## src/lesd_pkg.sv

```systemverilog
// Shared types and constants for the load event state detector.
// No dependencies; every other file in src imports this package.
`default_nettype none

package lesd_pkg;

  localparam int NUM_SENSORS  = 4;
  localparam int READING_W    = 10;
  localparam int MAX_READING  = 1000;
  localparam int INIT_SAMPLES = 16;

  localparam int DELTA_W    = 13;
  // One extra bit so that delta plus or minus the threshold never wraps.
  localparam int CMP_W      = DELTA_W + 1;
  localparam int THRESH_W   = 12;
  localparam int STABLE_W   = 8;
  localparam int WEIGH_W    = 7;
  localparam int CFG_DATA_W = 12;
  localparam int CFG_IDX_W  = 2;

  localparam int ZSUM_W = $clog2(INIT_SAMPLES * MAX_READING + 1);
  localparam int ZCNT_W = $clog2(INIT_SAMPLES + 1);

  typedef logic [READING_W-1:0] reading_t;
  typedef reading_t [NUM_SENSORS-1:0] reading_vec_t;
  typedef logic signed [DELTA_W-1:0] delta_t;
  typedef logic signed [CMP_W-1:0] cmp_t;
  typedef logic [ZSUM_W-1:0] zsum_t;

  typedef enum logic [2:0] {
    PH_IDLE        = 3'd0,
    PH_INIT        = 3'd1,
    PH_READY       = 3'd2,
    PH_LOADING     = 3'd3,
    PH_UNLOADING   = 3'd4,
    PH_STABILIZING = 3'd5,
    PH_WEIGHTING   = 3'd6
  } phase_t;

  typedef enum logic [1:0] {
    DIR_NONE   = 2'd0,
    DIR_LOAD   = 2'd1,
    DIR_UNLOAD = 2'd2
  } dir_t;

  typedef enum logic [CFG_IDX_W-1:0] {
    REG_THRESHOLD = 2'd0,
    REG_STABLE    = 2'd1,
    REG_WEIGH     = 2'd2
  } cfg_reg_t;

endpackage

`default_nettype wire

```

## src/load_event_state_detector_unit.sv

```systemverilog
// Top level of the load event state detector: handshake, configuration and phase machine.
// Depends on lesd_pkg and lesd_delta.
`default_nettype none

//  channel  | signals                                  | direction
//  ---------+------------------------------------------+----------
//  sample   | sample_valid/sample_stall, sensor_0..3,  | in
//           | restart                                  |
//  result   | result_valid/result_stall, frame_valid,  | out
//           | phase, total_delta, peak_delta,          |
//           | baseline_delta, weigh_strobe,            |
//           | collection_done                          |
//  config   | cfg_write, cfg_index, cfg_data           | in
//
// One frame per cycle is accepted while sample_stall is low. A frame is registered
// on entry in the input register, then evaluated and written to the result register
// once that register can take it. The input register holds a frame while the result
// register is full and stalled, and sample_stall rises only then. Reset clears the
// phase machine, calibration and the configuration registers to their defaults.

module load_event_state_detector_unit import lesd_pkg::*; (
  input  wire logic                  clk,
  input  wire logic                  rst,

  input  wire logic                  sample_valid,
  output logic                       sample_stall,
  input  wire logic [READING_W-1:0]  sensor_0,
  input  wire logic [READING_W-1:0]  sensor_1,
  input  wire logic [READING_W-1:0]  sensor_2,
  input  wire logic [READING_W-1:0]  sensor_3,
  input  wire logic                  restart,

  output logic                       result_valid,
  input  wire logic                  result_stall,
  output logic                       frame_valid,
  output logic [2:0]                 phase,
  output logic signed [DELTA_W-1:0]  total_delta,
  output logic signed [DELTA_W-1:0]  peak_delta,
  output logic signed [DELTA_W-1:0]  baseline_delta,
  output logic                       weigh_strobe,
  output logic                       collection_done,

  input  wire logic                  cfg_write,
  input  wire logic [CFG_IDX_W-1:0]  cfg_index,
  input  wire logic [CFG_DATA_W-1:0] cfg_data
);

  // Configuration registers.
  logic [THRESH_W-1:0] event_thresh;
  logic [STABLE_W-1:0] stable_frames;
  logic [WEIGH_W-1:0]  weighing_frames;

  // Input register.
  logic         s1_valid;
  reading_vec_t s1_readings;
  logic         s1_restart;

  // Algorithm state.
  phase_t              phase_reg;
  delta_t              peak_reg;
  delta_t              valley_reg;
  delta_t              baseline_reg;
  dir_t                last_direction;
  logic [STABLE_W-1:0] stable_count;
  zsum_t               zero_sums [NUM_SENSORS];
  logic [ZCNT_W-1:0]   zero_count;
  reading_vec_t        zero_levels;
  logic                calibrated;
  logic                calib_pending;
  logic [WEIGH_W-1:0]  weigh_count;
  logic                collect_complete;
  logic                estimate_done;

  // State as seen after a restart request has been applied.
  phase_t              ph_cur;
  delta_t              peak_cur;
  dir_t                dir_cur;
  logic [STABLE_W-1:0] sc_cur;
  zsum_t               sums_cur [NUM_SENSORS];
  logic [ZCNT_W-1:0]   count_cur;
  logic                cal_cur;
  logic [WEIGH_W-1:0]  wc_cur;
  logic                cc_cur;
  logic                est_cur;

  // Next values.
  phase_t              phase_reg_next;
  delta_t              peak_reg_next;
  delta_t              valley_reg_next;
  delta_t              baseline_reg_next;
  dir_t                last_direction_next;
  logic [STABLE_W-1:0] stable_count_next;
  zsum_t               zero_sums_next [NUM_SENSORS];
  logic [ZCNT_W-1:0]   zero_count_next;
  reading_vec_t        zero_levels_next;
  logic                calibrated_next;
  logic                calib_pending_next;
  logic [WEIGH_W-1:0]  weigh_count_next;
  logic                collect_complete_next;
  logic                estimate_done_next;
  logic                strobe_next;

  logic   frame_ok;
  delta_t delta;
  logic   out_ready;
  logic   fire;

  cmp_t d_ext, th_ext;
  logic ge_base, le_base, ge_peak, le_valley, ge_peak_th, le_valley_th;
  logic                stab_extreme;
  logic [STABLE_W-1:0] stab_count;
  logic                stab_done;

  // Handshake: the input register refills whenever its frame moves on.
  assign out_ready    = !result_valid || !result_stall;
  assign fire         = s1_valid && out_ready;
  assign sample_stall = s1_valid && !out_ready;

  always_ff @(posedge clk) begin
    if (rst) begin
      s1_valid <= 1'b0;
    end else if (!sample_stall) begin
      s1_valid <= sample_valid;
    end
    if (sample_valid && !sample_stall) begin
      s1_readings <= {sensor_3, sensor_2, sensor_1, sensor_0};
      s1_restart  <= restart;
    end
  end

  always_ff @(posedge clk) begin
    if (rst) begin
      event_thresh    <= THRESH_W'(100);
      stable_frames   <= STABLE_W'(5);
      weighing_frames <= WEIGH_W'(10);
    end else if (cfg_write) begin
      unique case (cfg_index)
        REG_THRESHOLD: event_thresh    <= cfg_data[THRESH_W-1:0];
        REG_STABLE:    stable_frames   <= cfg_data[STABLE_W-1:0];
        REG_WEIGH:     weighing_frames <= cfg_data[WEIGH_W-1:0];
        default: ;
      endcase
    end
  end

  lesd_delta u_delta (
    .readings    (s1_readings),
    .zero_levels (zero_levels),
    .frame_ok    (frame_ok),
    .delta       (delta)
  );

  // A restart clears part of the state before the frame itself is evaluated.
  always_comb begin
    ph_cur    = s1_restart ? PH_IDLE  : phase_reg;
    peak_cur  = s1_restart ? '0       : peak_reg;
    dir_cur   = s1_restart ? DIR_NONE : last_direction;
    sc_cur    = s1_restart ? '0       : stable_count;
    count_cur = s1_restart ? '0       : zero_count;
    cal_cur   = s1_restart ? 1'b0     : calibrated;
    wc_cur    = s1_restart ? '0       : weigh_count;
    cc_cur    = s1_restart ? 1'b0     : collect_complete;
    est_cur   = s1_restart ? 1'b0     : estimate_done;
    for (int i = 0; i < NUM_SENSORS; i++) begin
      sums_cur[i] = s1_restart ? '0 : zero_sums[i];
    end
  end

  assign d_ext        = CMP_W'(delta);
  assign th_ext       = cmp_t'({1'b0, event_thresh});
  assign ge_base      = d_ext >= CMP_W'(baseline_reg) + th_ext;
  assign le_base      = d_ext <= CMP_W'(baseline_reg) - th_ext;
  assign ge_peak      = delta >= peak_cur;
  assign le_valley    = delta <= valley_reg;
  assign ge_peak_th   = d_ext >= CMP_W'(peak_cur) + th_ext;
  assign le_valley_th = d_ext <= CMP_W'(valley_reg) - th_ext;

  // While stabilizing, a new extreme in the last direction restarts the event.
  assign stab_extreme = (dir_cur == DIR_LOAD && ge_peak) ||
                        (dir_cur == DIR_UNLOAD && le_valley);
  always_comb begin
    if (stab_extreme) begin
      stab_count = '0;
    end else if (dir_cur == DIR_LOAD || dir_cur == DIR_UNLOAD) begin
      stab_count = sc_cur + STABLE_W'(1);
    end else begin
      stab_count = sc_cur;
    end
  end
  assign stab_done = stab_count >= stable_frames;

  // Next phase.
  always_comb begin
    phase_reg_next = ph_cur;
    if (frame_ok) begin
      unique case (ph_cur)
        PH_IDLE: phase_reg_next = PH_INIT;
        PH_INIT: begin
          if (calib_pending) phase_reg_next = PH_READY;
        end
        PH_READY: begin
          if (ge_base) begin
            phase_reg_next = PH_LOADING;
          end else if (le_base) begin
            phase_reg_next = PH_UNLOADING;
          end
        end
        PH_LOADING: begin
          if (!ge_peak) phase_reg_next = PH_STABILIZING;
        end
        PH_UNLOADING: begin
          if (!le_valley) phase_reg_next = PH_STABILIZING;
        end
        PH_STABILIZING: begin
          if (stab_done) begin
            phase_reg_next = PH_WEIGHTING;
          end else if (stab_extreme) begin
            phase_reg_next = (dir_cur == DIR_LOAD) ? PH_LOADING : PH_UNLOADING;
          end
        end
        default: begin
          if (est_cur) begin
            phase_reg_next = PH_READY;
          end else if (ge_peak_th) begin
            phase_reg_next = PH_LOADING;
          end else if (le_valley_th) begin
            phase_reg_next = PH_UNLOADING;
          end
        end
      endcase
    end
  end

  // Tracking, calibration and weighting state.
  always_comb begin
    peak_reg_next         = peak_cur;
    valley_reg_next       = valley_reg;
    baseline_reg_next     = baseline_reg;
    last_direction_next   = dir_cur;
    stable_count_next     = sc_cur;
    zero_count_next       = count_cur;
    zero_levels_next      = zero_levels;
    calibrated_next       = cal_cur;
    calib_pending_next    = calib_pending;
    weigh_count_next      = wc_cur;
    collect_complete_next = cc_cur;
    estimate_done_next    = est_cur;
    strobe_next           = 1'b0;
    for (int i = 0; i < NUM_SENSORS; i++) begin
      zero_sums_next[i] = sums_cur[i];
    end

    if (frame_ok) begin
      unique case (ph_cur)
        PH_IDLE: peak_reg_next = '0;
        PH_INIT: begin
          if (calib_pending) calib_pending_next = 1'b0;
        end
        PH_READY: begin
          if (ge_base) begin
            peak_reg_next       = delta;
            last_direction_next = DIR_LOAD;
            stable_count_next   = '0;
          end else if (le_base) begin
            valley_reg_next     = delta;
            last_direction_next = DIR_UNLOAD;
            stable_count_next   = '0;
          end
        end
        PH_LOADING: begin
          last_direction_next = DIR_LOAD;
          stable_count_next   = '0;
          if (ge_peak) peak_reg_next = delta;
        end
        PH_UNLOADING: begin
          last_direction_next = DIR_UNLOAD;
          stable_count_next   = '0;
          if (le_valley) valley_reg_next = delta;
        end
        PH_STABILIZING: begin
          stable_count_next = stab_done ? '0 : stab_count;
          if (stab_extreme && dir_cur == DIR_LOAD) peak_reg_next = delta;
          if (stab_extreme && dir_cur == DIR_UNLOAD) valley_reg_next = delta;
        end
        default: begin
          if (est_cur) begin
            estimate_done_next = 1'b0;
            baseline_reg_next  = delta;
            peak_reg_next      = delta;
            valley_reg_next    = delta;
            stable_count_next  = '0;
          end else if (ge_peak_th) begin
            peak_reg_next       = delta;
            last_direction_next = DIR_LOAD;
            stable_count_next   = '0;
            weigh_count_next    = '0;
          end else if (le_valley_th) begin
            valley_reg_next     = delta;
            last_direction_next = DIR_UNLOAD;
            stable_count_next   = '0;
            weigh_count_next    = '0;
          end
        end
      endcase

      // Follow-up work depends on the phase the frame lands in.
      priority if (phase_reg_next == PH_READY) begin
        weigh_count_next = '0;
      end else if (phase_reg_next == PH_INIT) begin
        if (!cal_cur && count_cur < ZCNT_W'(INIT_SAMPLES)) begin
          for (int i = 0; i < NUM_SENSORS; i++) begin
            zero_sums_next[i] = sums_cur[i] + ZSUM_W'(s1_readings[i]);
          end
          zero_count_next = count_cur + ZCNT_W'(1);
          if (zero_count_next == ZCNT_W'(INIT_SAMPLES)) begin
            for (int i = 0; i < NUM_SENSORS; i++) begin
              zero_levels_next[i] = READING_W'(zero_sums_next[i] / INIT_SAMPLES);
            end
            calibrated_next    = 1'b1;
            calib_pending_next = 1'b1;
          end
        end
      end else if (phase_reg_next == PH_WEIGHTING) begin
        if (cc_cur) begin
          estimate_done_next    = 1'b1;
          collect_complete_next = 1'b0;
        end else begin
          strobe_next = 1'b1;
          if (wc_cur < weighing_frames) weigh_count_next = wc_cur + WEIGH_W'(1);
          if (weigh_count_next >= weighing_frames) collect_complete_next = 1'b1;
        end
      end else begin
      end
    end
  end

  always_ff @(posedge clk) begin
    if (rst) begin
      phase_reg        <= PH_IDLE;
      peak_reg         <= '0;
      valley_reg       <= '0;
      baseline_reg     <= '0;
      last_direction   <= DIR_NONE;
      stable_count     <= '0;
      zero_count       <= '0;
      zero_levels      <= '0;
      calibrated       <= 1'b0;
      calib_pending    <= 1'b0;
      weigh_count      <= '0;
      collect_complete <= 1'b0;
      estimate_done    <= 1'b0;
      for (int i = 0; i < NUM_SENSORS; i++) begin
        zero_sums[i] <= '0;
      end
    end else if (fire) begin
      phase_reg        <= phase_reg_next;
      peak_reg         <= peak_reg_next;
      valley_reg       <= valley_reg_next;
      baseline_reg     <= baseline_reg_next;
      last_direction   <= last_direction_next;
      stable_count     <= stable_count_next;
      zero_count       <= zero_count_next;
      zero_levels      <= zero_levels_next;
      calibrated       <= calibrated_next;
      calib_pending    <= calib_pending_next;
      weigh_count      <= weigh_count_next;
      collect_complete <= collect_complete_next;
      estimate_done    <= estimate_done_next;
      for (int i = 0; i < NUM_SENSORS; i++) begin
        zero_sums[i] <= zero_sums_next[i];
      end
    end
  end

  // Result register.
  always_ff @(posedge clk) begin
    if (rst) begin
      result_valid <= 1'b0;
    end else if (out_ready) begin
      result_valid <= s1_valid;
    end
    if (fire) begin
      frame_valid     <= frame_ok;
      phase           <= phase_reg_next;
      total_delta     <= delta;
      peak_delta      <= peak_reg_next;
      baseline_delta  <= baseline_reg_next;
      weigh_strobe    <= strobe_next;
      collection_done <= collect_complete_next;
    end
  end

endmodule

`default_nettype wire

```

## src/lesd_delta.sv

```systemverilog
// Frame range check and total delta over the calibrated sensors.
// Depends on lesd_pkg.
`default_nettype none

module lesd_delta import lesd_pkg::*; (
  input  wire reading_vec_t readings,
  input  wire reading_vec_t zero_levels,
  output logic              frame_ok,
  output delta_t            delta
);

  delta_t sum;

  always_comb begin
    frame_ok = 1'b1;
    sum      = '0;
    for (int i = 0; i < NUM_SENSORS; i++) begin
      if (readings[i] == '0 || readings[i] > READING_W'(MAX_READING)) begin
        frame_ok = 1'b0;
      end
      // A sensor with a zero level of zero is treated as uncalibrated.
      if (zero_levels[i] != '0) begin
        sum = sum + (DELTA_W'(zero_levels[i]) - DELTA_W'(readings[i]));
      end
    end
  end

  // An out-of-range frame reports no delta.
  assign delta = frame_ok ? sum : '0;

endmodule

`default_nettype wire
```

## config.mk

```make
export PLATFORM = sky130hd
export DESIGN_NAME = load_event_state_detector_unit
export DESIGN_NICKNAME = d
export VERILOG_FILES = /design/src/lesd_pkg.sv /design/src/load_event_state_detector_unit.sv /design/src/lesd_delta.sv
export SDC_FILE = /design/constraint.sdc
export NUM_CORES = 1
export LEC_CHECK = 0
export ABC_AREA = 1
export BUFFER_PORTS_ARGS = -buffer_cell sky130_fd_sc_hd__buf_2
export CORE_MARGIN = 2
export CORE_UTILIZATION = 50
export CTS_CLUSTER_DIAMETER = 120
export DETAILED_ROUTE_END_ITERATION = 7
export PLACE_DENSITY = 0.77
export SLEW_MARGIN = 20
export SYNTH_ARGS = -nofsm -noshare
export SYNTH_HDL_FRONTEND = slang
export SYNTH_SLANG_ARGS = --single-unit
export TNS_END_PERCENT = 20
```

## constraint.sdc

```tcl
create_clock -name clk -period 17.4 [get_ports clk]
set_clock_uncertainty 0.1 [all_clocks]
set_input_delay 2.61 -clock clk [delete_from_list [all_inputs] [get_ports clk]]
set_output_delay 2.61 -clock clk [all_outputs]
set_load 0.01 [all_outputs]
```

==> impl_metrics.yaml, run 1 <==
pwr:
  finalPower_mw: 1.75
  p_int_mw: 1.27
  power_per_cell_area_nw_per_um2: 68.8
  worst_ir_drop_vdd_uv: 75.8
  p_leak_nw: 12.9
  total_switching_power_uw: 480
  power.share.switching_pct: 27.5
  sequentialPowerShare_pct: 42.0
  p_clk_share_pct: 43.7
  comb_power_share_pct: 14.3
clocking:
  holdBufCountCts: 0
  cts-root-buf: "clkbuf_16"
  h-tree-depth: 2
  post_cts.repair.setup_buffers: 0
  worst_setup_hold_path_clk_slew_ns: 0.06
  clock_path_buffers: 3
  clkLatencyLatePin_ns: 0.55
  tritoncts_buffers: 34
  postCtsResizedCells: 0
  cts.sink_count: 279
  clock_tree_from_tritoncts: "yes"
outcome:
  outcome: "finished clean"
worst_setup_path:
  critical_path_peak_fanout: 61
  timing.critical_path.slowest_stage_cell: "inv_2"
  timing.critical_path.slowest_cell_delay_ns: 0.85
  cp.arrival_ns: 12.20
  cp_data_required_time_ns: 17.55
  critPathCaptureType: "register"
  worst-setup-path-type: "register to register"
  cp_common_cell: "nand2_1"
  startpoint_type: "register"
floorplanning:
  rows: 78
  initial_utilization_pct: 50.8
  core-area_um2: 45600
  die_width_um: 219
  pin_count: 107
  floorplan.die_area_um2: 48100
  floorplan.die.height_um: 219
sta:
  max-slew-margin-rel_pct: 28.3
  max_clock_freq_mhz: 83.0
  hold-worst-slack_ns: 0.351
  unrepaired_setup_endpoints_after_global_routing: "false"
  setup_viol_count_final: 0
  timing.final.hold_violations: 0
  slew_viol_final: 0
  timing.setup.tns_ns: 0
  layout_min_cycle_time_ns: 12.05
  timing_worst_slew_pin_value_ns: 1.07
  timing.final.crit_share_pct: 69.2
routing:
  detailedRoute.firstPassIterationCount: 5
  detailedRoute.firstIterationViolations: 1766
  antenna_left: 0
  route.final.wire_length_um: 64400
  avgRoutedWirePerCell_um: 16.4
  vias: 21500
  routed_via_density: 5.46
  drc: 0
yosys:
  yosys.cell_count.top_type: "nand2_1"
  ys_top_cells_by_area: "edfxtp_1 18%, ha_1 15%, nand2_1 13%, dfxtp_1 12%, inv_1 7.6%"
  synth.yosys.warnings: 0
  synth_area_um2: 23200
  synth_cell_types: 61
  synth_area_leader_cell: "edfxtp_1"
  async_reset_ff_share_pct: 0
  synth_edf_count: 142
  synth.yosys.seq_area_share_pct: 30.2
  dominantRegCellSynth: "edfxtp_1"
  synth_top_area_share_pct: 18.4
  list_of_most_frequent_post_synthesis_cells: "807 x nand2_1, 470 x inv_1, 272 x a21oi_1"
  synth_cells: 3221
  postSynthRegisterBits: 279
  postSynthAreaPerCell_um2: 7.19
  synth_nets: 3567
placed_design:
  dpl-instance-area_um2: 24200
  port_buffers: 106
  place.gp.congestion: 0.967
  estimated_wirelength_of_the_detail_placed_design_um: 47900
grt:
  wire_length_of_the_first_global_routing_pass_um: 104000
  grt_start_max_net_pins: 76
  grtUsageTotal_pct: 27.2
  first_global_vias: 20400
  grt_remaining_overflow: 0
  antenna_found_initial: 1
hold_path:
  worstHoldPathType: "register to register"
cells_and_area:
  antennaDiodeCount: 0
  final_layout_size_suffix_gt1_share_pct: 7.36
  post-route-cell-area_um2: 25400
  fillers: 4255
  layout_top_registers: "zero_sums (56), s1_readings (40), zero_levels (40)"
  max_ffs_per_register: 56
  nNetsFinal: 3647
  largest-register: "zero_sums"
  area_delta_synth_final_pct: 9.66
job:
  max_cap_violations: 0
per-layer routing:
layer  up-vias  global-route usage [%]  part of all wire (%)
met5         -                       0                     0
met4         0                    11.6                   4.0
met3       147                    3.51                   6.2
met2       696                    45.2                    45
met1      9770                    35.4                    44
li1      10800                       -                     -
area by class of cell:
cell class | count | area [um2] | area share [%]
sequential | 279 | 7010 | 27.6
inverter | 482 | 1810 | 7.13
clock inverter | 16 | 189 | 0.744
timing repair buffer | 120 | 636 | 2.50
tap | 600 | 751 | 2.95
multi-input combinational | 2384 | 14000 | 55.1
clock buffer | 46 | 1010 | 3.98
placed cells by master, fill, tap and decap left out, drive strengths merged, types with 8 or more instances in the layout:
master  count
a211oi     10
a21boi      8
a21oi     282
a31oi      14
buf       120
clkbuf     46
clkinv      9
dfxtp     137
edfxtp    142
fa         15
ha        271
inv       482
nand2     812
nand3     152
nand4      32
nor2      270
nor3       47
nor4       13
o211ai     19
o21ai     197
o21bai     31
o22ai      13
o311ai      8
or2        15
xnor2      30
xor2       94
path summary, 6_finish.rpt:
check                 startpoint               end  slack [ns]  cells after the start
hold / removal    weigh_count[4]    weigh_count[4]        0.35                      2
hold reg to reg   weigh_count[4]    weigh_count[4]        0.35                      2
setup reg to reg  zero_levels[0]  zero_sums[2][12]        5.35                     67
setup / recovery  zero_levels[0]  zero_sums[2][12]        5.35                     67
power by group through the flow:
stage | Combinational, mW | Clock [mW] | Sequential, mW
2_1_floorplan | 0.180 | 0 | 0.745
3_3_place_gp | 0.244 | 0 | 0.746
3_5_place_dp | 0.247 | 0 | 0.747
4_1_cts | 0.249 | 0.776 | 0.733
5_1_grt | 0.282 | 0.797 | 0.735
6_report | 0.250 | 0.764 | 0.733
through the flow:
step,std cells,worst slack [ns],util (%)
floorplan,3221,7.71,-
global placement,3865,5.81,53.1
detailed placement,3865,5.62,53.1
CTS,3927,5.57,55.7
global route,3927,4.31,55.7
finish,3927,5.35,55.7
logic make-up (layout without fill, tap and decap cells):
| group | Yosys count | after routing | synth area share (%) |
|---|---|---|---|
| XOR/XNOR | 124 | 124 | 4.69 |
| adder cells (fa/ha/maj) | 286 | 286 | 15.9 |
| flip-flops | 279 | 279 | 30.2 |
| buffers and inverters | 558 | 664 | 9.39 |
| AND/OR/NAND/NOR | 1358 | 1358 | 24.8 |
| AO/OA/AOI/OAI | 616 | 616 | 15.0 |
worst max-delay path, delay by kind of cell (launching register included):
kind | cells | cell delay [ns]
xor+xnor | 1 | 0.14
compound gates | 10 | 1.63
flops | 1 | 0.31
buf+inv | 9 | 1.45
simple gates | 40 | 5.81
fa+ha+maj | 7 | 2.27
Note: power is estimated with default switching activity, not from simulation.
==> run 2: changes to the inputs <==
PLACE_DENSITY = 0.8   (was 0.77)
clock period = 10.8 ns   (was 17.4 ns; I/O delays follow)
==> run 2 against run 1 <==
Net effect:
- register-to-register slack got worse by 4.5 ns
- clock power increased by 64%
- combinational power increased by 76%
- worst setup slack got worse by 4.5 ns
- flip-flop and latch count unchanged
- clock-buffer cell count increased by 3
- final area increased by 2.1%
- core utilization increased by 1.2 points
==> impl_metrics.yaml, run 2 (synthesis gave the netlist of run 1 again) <==
sta:
  max-slew-margin-rel_pct: 25.6
  finalWorstSetupSlack_ns: 0.841
  timing.final.hold_violations: 0
  timing_worst_slew_pin_value_ns: 1.12
  timing.final.crit_share_pct: 92.2
  max_clock_freq_mhz: 100
  slew_viol_final: 0
  setup_viol_count_final: 0
  layout_min_cycle_time_ns: 9.96
floorplanning:
  floorplan.die.height_um: 219
  die_width_um: 219
  core-area_um2: 45600
  pin_count: 107
  floorplan.die_area_um2: 48100
  initial_utilization_pct: 50.8
  rows: 78
cells_and_area:
  layout_top_registers: "zero_sums (56), s1_readings (40), zero_levels (40)"
  nNetsFinal: 3679
  finish.cell_count_without_fillers: 3961
  area_delta_synth_final_pct: 12.0
  layout.cells.most_common_list: "803 x nand2_1, 467 x inv_1, 268 x ha_1, 265 x a21oi_1, 252 x nor2_1"
  sequential_cell_area_um2: 7010
  mostFrequentLayoutCell: "nand2_1"
  fillers: 4112
  antennaDiodeCount: 0
  max_ffs_per_register: 56
  largest-register: "zero_sums"
  final_layout_size_suffix_gt1_share_pct: 9.10
  multi_input_area_um2: 14200
worst_setup_path:
  cp_data_required_time_ns: 11.11
  cp.arrival_ns: 10.27
  timing.critical_path.slowest_cell_delay_ns: 0.40
  critPathTopFamily: "simple AND/OR/NAND/NOR gates"
  critical_path_buf_inv_count: 6
  worst-setup-path-type: "register to register"
  timing.critical_path.slowest_stage_cell: "edfxtp_1"
  cp_common_cell: "nand2_1"
  critical_path_peak_fanout: 11
  startpoint_type: "register"
  critPathCaptureType: "register"
clocking:
  tritoncts_buffers: 36
  clock_path_buffers: 3
  clock_tree_from_tritoncts: "yes"
  cts.sink_count: 279
  worst_setup_hold_path_clk_slew_ns: 0.06
  cts-root-buf: "clkbuf_16"
  clkLatencyLatePin_ns: 0.56
  h-tree-depth: 2
grt:
  grt_remaining_overflow: 0
  wire_length_of_the_first_global_routing_pass_um: 102000
  grt_start_max_net_pins: 76
  first_global_vias: 20500
  grtUsageTotal_pct: 26.5
  antenna_found_initial: 0
routing:
  routed_via_density: 5.51
  wl_met2_um: 30000
  met3_wirelength_um: 4210
  wl_met1_um: 28300
  avgRoutedWirePerCell_um: 16.6
  antenna_left: 0
  route.final.wire_length_um: 65600
  detailedRoute.firstPassIterationCount: 8
  vias: 21800
  detailedRoute.firstIterationViolations: 1980
  dr.max_layer_used: "met4"
  drc: 0
placed_design:
  estimated_wirelength_of_the_detail_placed_design_um: 46700
  place.gp.congestion: 0.959
  port_buffers: 106
  post-place-cells: 3877
  post-place-ws_ns: 0.272
pwr:
  power_per_cell_area_nw_per_um2: 111
  p_leak_nw: 13.1
  worst_ir_drop_vdd_uv: 117
outcome:
  outcome: "finished clean"
job:
  max_cap_violations: 0
hold_path:
  worstHoldPathType: "register to register"
## run 2: cell types whose count changed in the layout (fill, tap and decap cells not counted), sizes merged
cell | previous run | this run
clkinvlp | 3 | 1
clkinv | 9 | 12
inv | 482 | 483
buf | 120 | 146
nor2 | 270 | 272
clkbuf | 46 | 51
bufinv | 4 | 3
## run 2: area by class of cell
type / count / area share [%]
multi-input cells: 2386 / 54.7
flip-flops and latches: 279 / 27.0
inverters: 482 / 7.03
clock buffers: 49 / 3.98
repair buffers: 148 / 3.63
well taps: 600 / 2.89
clock inverters: 17 / 0.733
## run 2: path summary, 6_finish.rpt
kind                                   endpoint  depth (start not counted)      startpoint  slack (ns)
worst min register to register   weigh_count[4]                          2  weigh_count[4]        0.35
worst max register to register  zero_levels[13]                         60  s1_readings[2]        0.84
worst max-delay path            zero_levels[13]                         60  s1_readings[2]        0.84
worst min-delay path             weigh_count[4]                          2  weigh_count[4]        0.35
## run 2: report_power, final
group | internal (mW) | total [mW] | switching [mW]
Combinational | 0.146 | 0.439 | 0.293
Sequential | 1.16 | 1.18 | 0.0235
Clock | 0.749 | 1.25 | 0.502
Total | 2.05 | 2.87 | 0.819
## run 2: what timing repair did
item,4_1_cts,5_1_grt
endpoints found under the setup margin,0,122
setup buffers,0,13
hold buffers,0,0
resized for setup,0,44
## run 2: metal layers
metal,GRT usage (%),vias up
li1,-,10900
met2,44.1,805
met1,33.9,9951
met4,12.3,0
met5,0,-
met3,3.62,163
## run 2: metrics by stage
step           power, mW  area, um2  utilization [%]  hold slack, ns  TNS [ns]
5_1_grt             2.98      25900             56.9           0.359    -0.159
2_1_floorplan       1.49      23200                -           0.326         0
6_report            2.87      25900             56.9           0.350         0
3_5_place_dp        1.60      24300             53.3           0.339         0
3_3_place_gp        1.59      24300             53.3           0.336         0
4_1_cts             2.85      25500             56.0           0.353         0
## run 2: worst register-to-register path, delay by kind of cell (launching register included)
family,cells,cell delay [ns]
and+or+nand+nor,30,3.70
AOI/OAI and AO/OA,18,2.95
adders and majority gates,6,1.82
buffers and inverters,6,0.85
DFF,1,0.40
